### src/sv/mzvrt_pkg.sv
// Shared types and constants for the multi-zone valve run timer.
// No dependencies; every other file of the block but mzvrt_ram imports it.
package mzvrt_pkg;

  localparam int unsigned OP_W      = 2;
  localparam int unsigned ZONE_W    = 5;
  localparam int unsigned MIN_W     = 8;
  localparam int unsigned SCHED_W   = 8;
  localparam int unsigned MASK_W    = 16;
  localparam int unsigned TIME_W    = 32;
  localparam int unsigned MSPM_W    = 16;
  localparam int unsigned PROD_W    = MIN_W + MSPM_W;
  localparam int unsigned CFG_IDX_W = 2;
  localparam int unsigned CFG_DAT_W = 8;

  localparam logic [MSPM_W-1:0] MS_PER_MINUTE = 16'd60000;

  localparam logic [ZONE_W-1:0] ZONE_COUNT_RST  = 5'd8;
  localparam logic [MIN_W-1:0]  MAX_MINUTES_RST = 8'd255;
  localparam logic [ZONE_W-1:0] ZONE_FIRST      = 5'd1;

  typedef enum logic [OP_W-1:0] {
    OP_START    = 2'd0,
    OP_STOP_ALL = 2'd1,
    OP_TICK     = 2'd2,
    OP_NONE     = 2'd3
  } op_e;

  typedef enum logic [CFG_IDX_W-1:0] {
    CFG_ZONE_COUNT  = 2'd0,
    CFG_MAX_MINUTES = 2'd1
  } cfg_idx_e;

endpackage

### src/sv/mzvrt_if.sv
// Valid/ready channel interfaces for the valve run timer: input item,
// result item and configuration write. Depends on mzvrt_pkg.
interface mzvrt_in_if;
  import mzvrt_pkg::*;
  logic               valid;
  logic               ready;
  logic [OP_W-1:0]    op;
  logic [ZONE_W-1:0]  zone;
  logic [MIN_W-1:0]   minutes;
  logic               manual;
  logic [SCHED_W-1:0] schedule_id;

  modport source (output valid, op, zone, minutes, manual, schedule_id, input ready);
  modport sink   (input valid, op, zone, minutes, manual, schedule_id, output ready);
endinterface

interface mzvrt_out_if;
  import mzvrt_pkg::*;
  logic              valid;
  logic              ready;
  logic              accepted;
  logic [MASK_W-1:0] valve_mask;
  logic [MASK_W-1:0] stopped_mask;
  logic [ZONE_W-1:0] active_zone;

  modport source (output valid, accepted, valve_mask, stopped_mask, active_zone, input ready);
  modport sink   (input valid, accepted, valve_mask, stopped_mask, active_zone, output ready);
endinterface

interface mzvrt_cfg_if;
  import mzvrt_pkg::*;
  logic                 valid;
  logic                 ready;
  logic [CFG_IDX_W-1:0] index;
  logic [CFG_DAT_W-1:0] data;

  modport source (output valid, index, data, input ready);
  modport sink   (input valid, index, data, output ready);
endinterface

### src/sv/mzvrt_ram.sv
// Generic single-port-write, single-port-read RAM with registered read data.
// No dependencies.
module mzvrt_ram #(
  parameter int unsigned WIDTH = 8,
  parameter int unsigned DEPTH = 16
) (
  input  logic                                     clk_i,
  input  logic                                     we_i,
  input  logic [((DEPTH > 1) ? $clog2(DEPTH) : 1)-1:0] waddr_i,
  input  logic [WIDTH-1:0]                         wdata_i,
  input  logic                                     re_i,
  input  logic [((DEPTH > 1) ? $clog2(DEPTH) : 1)-1:0] raddr_i,
  output logic [WIDTH-1:0]                         rdata_o
);

  logic [WIDTH-1:0] mem_q [DEPTH];
  logic [WIDTH-1:0] rdata_q;

  always_ff @(posedge clk_i) begin
    if (we_i) begin
      mem_q[waddr_i] <= wdata_i;
    end
    if (re_i) begin
      rdata_q <= mem_q[raddr_i];
    end
  end

  assign rdata_o = rdata_q;

endmodule

### src/sv/mzvrt_end_calc.sv
// End-time calculator: clamp the run time, scale to milliseconds, add to now.
// Two register stages; depends on mzvrt_pkg.
module mzvrt_end_calc (
  input  logic                         clk_i,
  input  logic                         rst_ni,
  input  logic                         start_i,
  input  logic [mzvrt_pkg::MIN_W-1:0]  minutes_i,
  input  logic [mzvrt_pkg::MIN_W-1:0]  max_minutes_i,
  input  logic [mzvrt_pkg::TIME_W-1:0] now_i,
  output logic                         done_o,
  output logic [mzvrt_pkg::TIME_W-1:0] end_time_o
);
  import mzvrt_pkg::*;

  logic [MIN_W-1:0]  clamped;
  logic [PROD_W-1:0] prod_d, prod_q;
  logic [TIME_W-1:0] end_d, end_q;
  logic              v1_q, v2_q;

  assign clamped = (minutes_i > max_minutes_i) ? max_minutes_i : minutes_i;
  assign prod_d  = PROD_W'(clamped) * PROD_W'(MS_PER_MINUTE);
  assign end_d   = now_i + TIME_W'(prod_q);

  always_ff @(posedge clk_i or negedge rst_ni) begin
    if (!rst_ni) begin
      v1_q <= 1'b0;
      v2_q <= 1'b0;
    end else begin
      v1_q <= start_i;
      v2_q <= v1_q;
    end
  end

  always_ff @(posedge clk_i) begin
    prod_q <= prod_d;
    end_q  <= end_d;
  end

  assign done_o     = v2_q;
  assign end_time_o = end_q;

endmodule

### src/sv/multi_zone_valve_run_timer_core.sv
// Valve run timer for up to MAX_ZONE_COUNT zones. One item is in work at a time and every
// item yields one result. A stop-all, unused op or rejected start goes straight to the
// result state, a valid start passes through the two stages of the end-time unit, then
// the end-time memory write, and a tick through the scan that reads one end-time entry
// per cycle from the single-read-port memory and compares it once its registered read data arrives.
// The result register frees the input while a result waits.
// Depends on mzvrt_pkg, mzvrt_if, mzvrt_ram and mzvrt_end_calc.
module multi_zone_valve_run_timer_core #(
  parameter int unsigned MAX_ZONE_COUNT = 16
) (
  input  logic        clk_i,
  input  logic        rst_ni,
  mzvrt_cfg_if.sink   cfg_i,
  mzvrt_in_if.sink    in_i,
  mzvrt_out_if.source out_o
);
  import mzvrt_pkg::*;

  localparam int unsigned IdxW  = (MAX_ZONE_COUNT > 1) ? $clog2(MAX_ZONE_COUNT) : 1;
  localparam int unsigned CntW  = $clog2(MAX_ZONE_COUNT + 1);
  localparam int unsigned EntW  = SCHED_W + TIME_W;
  localparam logic [ZONE_W-1:0] MaxZone = ZONE_W'(MAX_ZONE_COUNT);
  localparam logic [MASK_W:0] HostMaskW =
    ((MASK_W + 1)'(1) << MAX_ZONE_COUNT) - (MASK_W + 1)'(1);
  localparam logic [MASK_W-1:0] HostMask = HostMaskW[MASK_W-1:0];

  typedef enum logic [2:0] {
    S_IDLE,
    S_CALC,
    S_SCAN,
    S_DONE
  } state_e;

  state_e            state_q;
  logic [ZONE_W-1:0] zone_count_q;
  logic [MIN_W-1:0]  max_min_q;
  logic [TIME_W-1:0] ms_q;
  logic [MASK_W-1:0] active_q, manual_q, stopped_q;
  logic              accepted_q;
  logic [IdxW-1:0]   idx_q, cmp_idx_q;
  logic              manual_in_q;
  logic [SCHED_W-1:0] sched_q;
  logic [CntW-1:0]   scan_q;
  logic              cmp_v_q;

  logic              out_valid_q, out_acc_q;
  logic [MASK_W-1:0] out_valve_q, out_stop_q;
  logic [ZONE_W-1:0] out_zone_q;

  logic [ZONE_W-1:0] live_n, zone_m1, lowest;
  logic [MASK_W-1:0] live_mask, live_active;
  logic              in_fire, start_ok, scan_issue, calc_start, calc_done, out_free;
  logic [TIME_W-1:0] calc_end;
  logic [EntW-1:0]   rd_data;

  assign live_n = (zone_count_q > MaxZone) ? MaxZone : zone_count_q;

  always_comb begin
    for (int i = 0; i < MASK_W; i++) begin
      live_mask[i] = (ZONE_W'(i) < live_n);
    end
  end

  assign live_active = active_q & live_mask;

  always_comb begin
    lowest = '0;
    for (int i = MASK_W - 1; i >= 0; i--) begin
      if (live_active[i]) begin
        lowest = ZONE_W'(i + 1);
      end
    end
  end

  assign in_i.ready = (state_q == S_IDLE);
  assign in_fire    = in_i.valid && in_i.ready;
  assign zone_m1    = in_i.zone - ZONE_FIRST;
  assign start_ok   = (in_i.zone != '0) && (in_i.zone <= live_n);
  assign calc_start = in_fire && (op_e'(in_i.op) == OP_START) && start_ok;
  assign scan_issue = (state_q == S_SCAN) && (ZONE_W'(scan_q) < live_n);
  assign out_free   = !out_valid_q || out_o.ready;

  mzvrt_end_calc u_end_calc (
    .clk_i         (clk_i),
    .rst_ni        (rst_ni),
    .start_i       (calc_start),
    .minutes_i     (in_i.minutes),
    .max_minutes_i (max_min_q),
    .now_i         (ms_q),
    .done_o        (calc_done),
    .end_time_o    (calc_end)
  );

  mzvrt_ram #(
    .WIDTH (EntW),
    .DEPTH (MAX_ZONE_COUNT)
  ) u_zone_ram (
    .clk_i   (clk_i),
    .we_i    ((state_q == S_CALC) && calc_done),
    .waddr_i (idx_q),
    .wdata_i ({sched_q, calc_end}),
    .re_i    (scan_issue),
    .raddr_i (scan_q[IdxW-1:0]),
    .rdata_o (rd_data)
  );

  assign cfg_i.ready = 1'b1;

  always_ff @(posedge clk_i or negedge rst_ni) begin
    if (!rst_ni) begin
      zone_count_q <= ZONE_COUNT_RST;
      max_min_q    <= MAX_MINUTES_RST;
    end else if (cfg_i.valid) begin
      case (cfg_idx_e'(cfg_i.index))
        CFG_ZONE_COUNT:  zone_count_q <= cfg_i.data[ZONE_W-1:0];
        CFG_MAX_MINUTES: max_min_q    <= cfg_i.data[MIN_W-1:0];
        default: ;
      endcase
    end
  end

  always_ff @(posedge clk_i or negedge rst_ni) begin
    if (!rst_ni) begin
      state_q     <= S_IDLE;
      ms_q        <= '0;
      active_q    <= '0;
      manual_q    <= '0;
      stopped_q   <= '0;
      accepted_q  <= 1'b1;
      scan_q      <= '0;
      cmp_v_q     <= 1'b0;
      out_valid_q <= 1'b0;
    end else begin
      if (out_valid_q && out_o.ready && (state_q != S_DONE)) begin
        out_valid_q <= 1'b0;
      end
      case (state_q)
        S_IDLE: begin
          if (in_fire) begin
            accepted_q  <= 1'b1;
            stopped_q   <= '0;
            idx_q       <= zone_m1[IdxW-1:0];
            manual_in_q <= in_i.manual;
            sched_q     <= in_i.schedule_id;
            case (op_e'(in_i.op))
              OP_START: begin
                accepted_q <= start_ok;
                state_q    <= start_ok ? S_CALC : S_DONE;
              end
              OP_STOP_ALL: begin
                stopped_q <= live_active;
                active_q  <= active_q & ~live_mask;
                manual_q  <= manual_q & ~live_mask;
                state_q   <= S_DONE;
              end
              OP_TICK: begin
                ms_q    <= ms_q + TIME_W'(1);
                scan_q  <= '0;
                cmp_v_q <= 1'b0;
                state_q <= S_SCAN;
              end
              default: state_q <= S_DONE;
            endcase
          end
        end
        S_CALC: begin
          if (calc_done) begin
            active_q[idx_q] <= 1'b1;
            manual_q[idx_q] <= manual_in_q;
            state_q         <= S_DONE;
          end
        end
        S_SCAN: begin
          cmp_v_q   <= scan_issue;
          cmp_idx_q <= scan_q[IdxW-1:0];
          if (scan_issue) begin
            scan_q <= scan_q + CntW'(1);
          end
          if (cmp_v_q && active_q[cmp_idx_q] && (ms_q > rd_data[TIME_W-1:0])) begin
            active_q[cmp_idx_q]  <= 1'b0;
            manual_q[cmp_idx_q]  <= 1'b0;
            stopped_q[cmp_idx_q] <= 1'b1;
          end
          if (!scan_issue && !cmp_v_q) begin
            state_q <= S_DONE;
          end
        end
        S_DONE: begin
          if (out_free) begin
            out_valid_q <= 1'b1;
            out_acc_q   <= accepted_q;
            out_valve_q <= active_q;
            out_stop_q  <= stopped_q;
            out_zone_q  <= lowest;
            state_q     <= S_IDLE;
          end
        end
        default: state_q <= S_IDLE;
      endcase
    end
  end

  assign out_o.valid        = out_valid_q;
  assign out_o.accepted     = out_acc_q;
  assign out_o.valve_mask   = out_valve_q;
  assign out_o.stopped_mask = out_stop_q;
  assign out_o.active_zone  = out_zone_q;

  a_no_scan_when_ready: assert property (@(posedge clk_i) disable iff (!rst_ni)
    in_i.ready |-> !cmp_v_q)
    else $error("compare pending while input ready");

  a_host_zones_only: assert property (@(posedge clk_i) disable iff (!rst_ni)
    (active_q & ~HostMask) == '0)
    else $error("zone active beyond hosted count");

  a_stopped_inactive: assert property (@(posedge clk_i) disable iff (!rst_ni)
    (state_q == S_DONE) |-> ((stopped_q & active_q) == '0))
    else $error("stopped zone still active");

  a_ms_step: assert property (@(posedge clk_i) disable iff (!rst_ni)
    !$stable(ms_q) |-> (ms_q == $past(ms_q) + TIME_W'(1)))
    else $error("millisecond counter moved by other than one");

endmodule

### src/flat_wrapper.sv
// flat-port wrapper written by rule: the top's interface ports become plain ports
module multi_zone_valve_run_timer_core_flat import mzvrt_pkg::*;
#(
  parameter int unsigned MAX_ZONE_COUNT = 16
)
  (clk_i, rst_ni, cfg_i_valid, cfg_i_index, cfg_i_data, cfg_i_ready, in_i_valid, in_i_op, in_i_zone, in_i_minutes, in_i_manual, in_i_schedule_id, in_i_ready, out_o_valid, out_o_accepted, out_o_valve_mask, out_o_stopped_mask, out_o_active_zone, out_o_ready);
  mzvrt_cfg_if cfg_i_i ();
  mzvrt_in_if in_i_i ();
  mzvrt_out_if out_o_i ();
  input  logic clk_i;
  input  logic rst_ni;
  input wire logic [$bits(cfg_i_i.valid)-1:0] cfg_i_valid;
  input wire logic [$bits(cfg_i_i.index)-1:0] cfg_i_index;
  input wire logic [$bits(cfg_i_i.data)-1:0] cfg_i_data;
  output wire logic [$bits(cfg_i_i.ready)-1:0] cfg_i_ready;
  input wire logic [$bits(in_i_i.valid)-1:0] in_i_valid;
  input wire logic [$bits(in_i_i.op)-1:0] in_i_op;
  input wire logic [$bits(in_i_i.zone)-1:0] in_i_zone;
  input wire logic [$bits(in_i_i.minutes)-1:0] in_i_minutes;
  input wire logic [$bits(in_i_i.manual)-1:0] in_i_manual;
  input wire logic [$bits(in_i_i.schedule_id)-1:0] in_i_schedule_id;
  output wire logic [$bits(in_i_i.ready)-1:0] in_i_ready;
  output wire logic [$bits(out_o_i.valid)-1:0] out_o_valid;
  output wire logic [$bits(out_o_i.accepted)-1:0] out_o_accepted;
  output wire logic [$bits(out_o_i.valve_mask)-1:0] out_o_valve_mask;
  output wire logic [$bits(out_o_i.stopped_mask)-1:0] out_o_stopped_mask;
  output wire logic [$bits(out_o_i.active_zone)-1:0] out_o_active_zone;
  input wire logic [$bits(out_o_i.ready)-1:0] out_o_ready;
  assign cfg_i_i.valid = cfg_i_valid;
  assign cfg_i_i.index = cfg_i_index;
  assign cfg_i_i.data = cfg_i_data;
  assign cfg_i_ready = cfg_i_i.ready;
  assign in_i_i.valid = in_i_valid;
  assign in_i_i.op = in_i_op;
  assign in_i_i.zone = in_i_zone;
  assign in_i_i.minutes = in_i_minutes;
  assign in_i_i.manual = in_i_manual;
  assign in_i_i.schedule_id = in_i_schedule_id;
  assign in_i_ready = in_i_i.ready;
  assign out_o_valid = out_o_i.valid;
  assign out_o_accepted = out_o_i.accepted;
  assign out_o_valve_mask = out_o_i.valve_mask;
  assign out_o_stopped_mask = out_o_i.stopped_mask;
  assign out_o_active_zone = out_o_i.active_zone;
  assign out_o_i.ready = out_o_ready;
  multi_zone_valve_run_timer_core #(.MAX_ZONE_COUNT(MAX_ZONE_COUNT)) u_core (.clk_i(clk_i), .rst_ni(rst_ni), .cfg_i(cfg_i_i), .in_i(in_i_i), .out_o(out_o_i));
endmodule
### config.mk
export PLATFORM = sky130hd
export DESIGN_NAME = multi_zone_valve_run_timer_core_flat
export DESIGN_NICKNAME = d
export VERILOG_FILES = /design/src/sv/mzvrt_pkg.sv /design/src/sv/mzvrt_if.sv /design/src/sv/mzvrt_ram.sv /design/src/sv/mzvrt_end_calc.sv /design/src/sv/multi_zone_valve_run_timer_core.sv /design/src/flat_wrapper.sv
export SDC_FILE = /design/constraint.sdc
export NUM_CORES = 1
export LEC_CHECK = 0
export BUFFER_PORTS_ARGS = -buffer_cell sky130_fd_sc_hd__clkbuf_2
export CORE_MARGIN = 3
export CORE_UTILIZATION = 60
export CTS_BUF_LIST = sky130_fd_sc_hd__clkbuf_8 sky130_fd_sc_hd__clkbuf_16
export DETAILED_ROUTE_END_ITERATION = 10
export GPL_ROUTABILITY_DRIVEN = 0
export PLACE_DENSITY = 0.77
export RECOVER_POWER = 50
export SETUP_SLACK_MARGIN = 0.02
export SLEW_MARGIN = 20
export SYNTH_ARGS = -nofsm -noshare
export SYNTH_HDL_FRONTEND = slang
export SYNTH_SLANG_ARGS = --single-unit
export TNS_END_PERCENT = 100
### constraint.sdc
create_clock -name clk_i -period 7.1 [get_ports clk_i]
set_input_delay 0.355 -clock clk_i [delete_from_list [all_inputs] [get_ports clk_i]]
set_output_delay 0.355 -clock clk_i [all_outputs]
set_load 0.01 [all_outputs]
==> Yosys cells after proc, flatten, opt, wreduce, memory -nomap -nowiden <==
Memory sizes are Yosys's and may differ from the RTL's. A register that Yosys moved wholly into a read port is not among the register bits.
Index checks and enable logic that the tools add are counted.
{ "word_totals": {"register_bits": 195, "ram_bits": 640, "in_bits": 39, "out_inout_bits": 41, "elab_cells": 167, "mem_count": 1} }
{ "op_classes": {"addsub": 4, "multipliers": 1, "magnitude_cmp": 25, "eq_ne": 15, "n_mux": 52, "bitwise": 7, "n_reduce_logical": 38} }
{ "memory_table": {"columns": ["memory", "depth", "width", "rd", "rd_clocked_by_memory_dff", "wr", "line", "rtl"], "rows": [
  ["u_core.u_zone_ram.mem_q", 16, 40, 1, 1, 1, "mzvrt_ram.sv:16", "logic [WIDTH-1:0] mem_q [DEPTH];"]
]} }
{ "ops": {"columns": ["op", "n"], "rows": [
  ["$mux W16", 7],
  ["$and A16 B16 Y16", 3],
  ["$pmux W16 S3", 1],
  ["$lt A4 B5 Y1 const A", 8],
  ["$add A32 B1 Y32 const B", 1],
  ["$add A32 B24 Y32", 1],
  ["$gt A32 B32 Y1", 1],
  ["$mux W4", 8],
  ["$not A16 Y16", 2],
  ["$or A16 B16 Y16", 2],
  ["$pmux W16 S2", 1],
  ["$mux W5", 5],
  ["$mux W3", 8],
  ["$lt A3 B5 Y1 const A", 4],
  ["$mul A8 B11 Y19 const B", 1],
  ["$reduce_and A3 Y1", 5],
  ["$reduce_or A15 Y1", 1],
  ["$logic_and A1 B1 Y1", 13],
  ["$ne A2 B2 Y1 const B", 6],
  ["$pmux W3 S4", 1],
  ["$mux W1", 11],
  ["$lt A1 B5 Y1 const A", 2],
  ["$lt A2 B5 Y1 const A", 2],
  ["$lt A4 B5 Y1 const B", 2],
  ["other kinds (32)", 46]
]} }

==> Longest topological paths before layout <==
{ "depth": {"word_depth": 19, "mapped_depth": 24, "depth_no_buf": 24} }

==> By module <==
A second synthesis with hierarchy kept.
{ "hier_totals": {"hier_cells": 2208, "area_unflattened_um2": 37280.8} }
{ "by_module_without_submodules": {"columns": ["mod", "n_inst", "cells_each", "area_each_um2", "seq_area_each_um2"], "rows": [
  ["mzvrt_ram", 1, 1040, 25530.7, 20419.6],
  ["multi_zone_valve_run_timer_core", 1, 740, 7653.6, 3811.2],
  ["mzvrt_end_calc", 1, 428, 4096.4, 1071.0]
]} }

==> Least setup slack after synthesis <==
No wires, ideal clock.
{ "synth_path": {"kind": "reg-to-reg", "startpoint": "register u_core.max_min_q[1]", "endpoint": "register u_core.u_end_calc.prod_q[22]", "setup_time_ns": 0.072, "arrival_ns": 5.537, "required_time_ns": 7.028, "setup_slack_ns": 1.492, "path_stages_with_launch": 24, "n_path_buf": 1, "synth_period_minus_slack_ns": 5.608, "cell_sequence": "dfstp_2 inv_1 ha_1 nor2b_1 o21a_1 o21a_1 o21ai_0 a21oi_1 o31ai_4 buf_4 mux2i_1 fa_1 fa_1 inv_1 fa_1 inv_1 fa_1 inv_1 ha_1 a21oi_1 a31oi_1 a41oi_1 o21bai_1 xor2_1"} }
{ "synth_between": {"elab_chain_len": 3} }
{ "synth_lines": {"columns": ["element", "line", "rtl"], "rows": [
  ["start: declaration", "multi_zone_valve_run_timer_core.sv:36", "logic [MIN_W-1:0] max_min_q;"],
  ["start signal: assignment", "multi_zone_valve_run_timer_core.sv:116", "CFG_MAX_MINUTES: max_min_q <= cfg_i.data[MIN_W-1:0];"],
  ["$gt A8 B8 Y1", "mzvrt_end_calc.sv:20", "assign clamped = (minutes_i > max_minutes_i) ? max_minutes_i : minutes_i;"],
  ["$mux W8 (*)", "mzvrt_end_calc.sv:20", null],
  ["$mul A8 B11 Y19 (*)", "mzvrt_end_calc.sv:21", "assign prod_d = PROD_W'(clamped) * PROD_W'(MS_PER_MINUTE);"],
  ["via u_core.u_end_calc.prod_d[22]", "mzvrt_end_calc.sv:16", "logic [PROD_W-1:0] prod_d, prod_q;"],
  ["end signal: assignment", "mzvrt_end_calc.sv:35", "prod_q <= prod_d;"],
  ["end: declaration", "mzvrt_end_calc.sv:16", null]
]} }
Mark *: on every way through the listed nets, which the timed path passes. The rest lies on a longest branch.
A chain may end at the register's enable or synchronous reset.

==> Final worst setup path <==
Ends and elaborated chain as after synthesis.

==> run_results.csv <==
group,metric,value,unit
sta,layout_min_cycle_time,6279,ps
synth,synth_cells,1905,
clocking,path_clk_slew,60,ps
synth,syn_area,31850,sq um
pwr,power_density,405.9,nW/um^2
layout,nNetsFinal,2210,
clocking,postCtsSetupBuffers,0,
pwr,p_clk_share,26.8,%
synth,async_flop_share,12.19,%
synth,synth_cell_type_count,83,
pwr,share_seq_of_total_power,41.8,%
setup_path,reg2reg_to,"u_core.u_end_calc.prod_q[22]",
sta,finalCritPeriodShare,88.44,%
routing,wl_met2,34.52,mm
pwr,p_switching,4706,uW
routing,wirelength,70.71,mm
hold_path,hold_class,"in2reg",
grt,grt_pass1_vias,18230,
routing,avgViaCountPerCell,6.374,
synth,synthTopCellsByCount,"edfxtp_1 (590), mux4_2 (163), ha_1 (127)",
clocking,clockBufferDepth,3,
layout,n_fill_cell,3333,
sta,setup_viol,0,
layout,drive_above_1_share,19.73,%
sta,max_slew.worst_pin.slew,4575,ps
grt,grt_first_pass_wirelength,109.2,mm
routing,postRouteAntennaNets,0,
clocking,htree_levels,3,
sta,clock.fmax,159.3,MHz
setup_path,r2r_start,"u_core.max_min_q[1]",
synth,yosysTopAreaCell,"edfxtp_1",
routing,top_layer,"met5",
routing,drt-initial-drc-count,1922,
sta,max_slew_margin,-205.0,%
floorplanning,die-area,55880,sq um
sta,final_max_slew_viol_count,192,
clocking,cts_root_buf,"clkbuf_16",
sta,fin_tns_setup,0,ps
clocking,cts.sinks,730,
synth,ys_seq_elements,730,
routing,drt_pass1_iterations,5,
synth,ys_seq_area_share,65.87,%
floorplanning,initial_utilization,61.33,%
grt,antenna_found_initial,1,
setup_path,crit_end,"u_core.u_end_calc.prod_q[22]",
pwr,peakVddDrop,0.3221,mV
setup_path,setup.worst_path.end_class,"flip-flop",
layout,syn_to_final_growth,11.79,%
clocking,cts_buffers,74,
placement,dp_hpwl,40.05,mm
run_status,violations,"max-capacitance violations, max-slew violations",
setup_path,critical_path_class,"reg2reg",
grt,grt_max_degree,78,
floorplanning,row_count,83,
setup_path,cp-start-kind,"flip-flop",
clocking,clk_latency,620,ps
placement,port_buffers,69,
flow_run,max_cap_violations,4,
sta,grt_setup_unrepaired,"false",
routing,drc,0,
routing,vias,17610,
synth,synth_top_area_share,55.63,%
setup_path,cp_max_fo,13,
synth,synth.avg_cell_area,16.72,sq um
setup_path,ff2ff_path_depth,23,
synth,yosysMostFrequentCell,"edfxtp_1",
routing,met3_length,5.013,mm
pwr,swShare,32.56,%
floorplanning,num_io_pins,80,
pwr,share_comb_of_total_power,31.4,%
clocking,cts_tree,"done",
pwr,p_leak,0.01248,uW
synth,synthesis.nets,2094,
layout,final_util,68.57,%
floorplanning,die_y,236.4,um
grt,gr-total-overflow,0,
grt,grt_usage,25.84,%
routing,wl_per_cell,25.59,um
synth,synth_ff_type,"edfxtp_1",
sta,skew,23.81,ps
layout,antenna_cells,0,
setup_path,crit_start,"u_core.max_min_q[1]",
run_status,status,"finished, violations left",
floorplanning,coreArea,51920,sq um
pwr,internal_power,9746,uW
setup_path,reg2reg_slack,820,ps
synth,synth_edf_count,590,
floorplanning,dieWidth,236.4,um
routing,wl_met1,28.83,mm
synth,yosysWarnings,0,
setup_path,cp.arrival,6760,ps
setup_path,crit_required,7580,ps
sta,hold_viol_final,0,
synth,synth_area_leaders,"edfxtp_1 (56%), mux4_2 (12%), dfrtp_1 (6.2%)",
critical path: stages, from the launching register on:
cell       delay (ps)
dfstp_1           550
inv_1              50
ha_1              280
nor2b_1           130
o21a_1            160
o21a_1            150
o21ai_0           160
a21oi_1           130
o31ai_4           580
mux2_2            490
ha_1              340
ha_1              300
inv_1              50
fa_1              500
inv_1              60
fa_1              490
ha_1              360
and3b_1           200
o21a_1            200
o2111ai_1         250
a31oi_1           210
a41oi_1           260
o21bai_1           90
xor2_1            140
what timing repair did:
action	4_1_cts	5_1_grt
resized for setup	0	0
hold endpoints to repair	24	0
hold buffers	10	0
placed cells by master, fill, tap and decap left out, types with 9 or more instances in the layout:
cell type / instances
dlygate4sd3_1: 10
buf_4: 24
nor3_1: 24
nand4_1: 12
clkbuf_1: 46
mux2_2: 25
a2bb2oi_1: 19
a21o_1: 14
nand2_1: 75
a2bb2oi_2: 10
inv_1: 126
a21oi_1: 53
nor2b_1: 16
o21ai_0: 42
clkinv_2: 12
ha_1: 127
dfxtp_1: 51
clkbuf_16: 78
o21a_1: 17
dfrtp_1: 75
clkbuf_2: 27
nor2_4: 18
and3_1: 9
xor2_1: 28
fa_1: 23
nand2b_1: 23
xnor2_1: 44
nor4_1: 33
nor2_1: 75
mux4_2: 163
mux2i_1: 12
edfxtp_1: 590
nand3_1: 33
registers in the layout, indices dropped and copies added, names as in the netlist, 16 cells and up:
register                      count
u_core.stopped_q                 16
u_core.out_o.valve_mask          16
u_core.u_end_calc.end_time_o     32
u_core.ms_q                      32
u_core.u_end_calc.prod_q         19
u_core.out_o.stopped_mask        16
u_core.u_zone_ram.mem_q         512
u_core.u_zone_ram.rdata_o        32
u_core.active_q                  16
power groups by stage:
stage               logic [uW]  clock network (uW)  registers, uW
floorplan                 3530                   0           5820
global placement          4350                   0           6070
detailed placement        4440                   0           6100
CTS                       4530                3940           6020
global route              5010                4110           6100
finish                    4540                3880           6040
worst min-delay path by stage:
stage | startpoint | cells past startpoint | endpoint
floorplan | rst_ni | 0 | u_core.active_q[0]
global placement | rst_ni | 1 | u_core.u_end_calc.done_o
detailed placement | rst_ni | 1 | u_core.u_end_calc.done_o
CTS | cfg_i_data[1] | 2 | u_core.zone_count_q[1]
global route | cfg_i_data[1] | 2 | u_core.zone_count_q[1]
finish | cfg_i_data[1] | 2 | u_core.zone_count_q[1]
stage by stage:
stage	hold WS [ps]	instances	area, sq um	power, uW	setup slack [ps]
finish	45.37	2763	35600	14450	820.8
global route	36.75	2763	35600	15220	485.6
CTS	8.909	2763	35670	14490	847.8
detailed placement	244.4	2615	33100	10540	882.8
global placement	239.8	2614	33090	10420	965.3
floorplan	59.41	1905	31850	9350	1492
cell families after synthesis:
kind of cell / after synthesis / synth area share (%)
AND/OR/NAND/NOR: 358 / 5.783
buffers and inverters: 175 / 2.224
multiplexers: 200 / 12.79
AO/OA/AOI/OAI: 219 / 4.907
flip-flops: 730 / 65.87
other: 1 / 0.01178
XOR/XNOR: 72 / 1.980
adder cells (fa/ha/maj): 150 / 6.435
cell type report:
class	instances	area (sq um)	area share [%]
clock inverter	56	456.7	1.283
sequential	730	20990	58.95
tap	680	850.8	2.390
inverter	106	397.9	1.118
timing repair buffer	109	610.6	1.715
clock buffer	82	2007	5.637
multi-input combinational	1000	10290	28.91
per-layer routing:
| layer | vias to the layer above | GRT usage (%) |
|---|---|---|
| met1 | 8970 | 36.46 |
| met3 | 168 | 3.765 |
| met5 | - | 0 |
| met4 | 2 | 9.767 |
| li1 | 7656 | - |
| met2 | 815 | 41.58 |
Note: power is estimated with default switching activity, not from simulation.
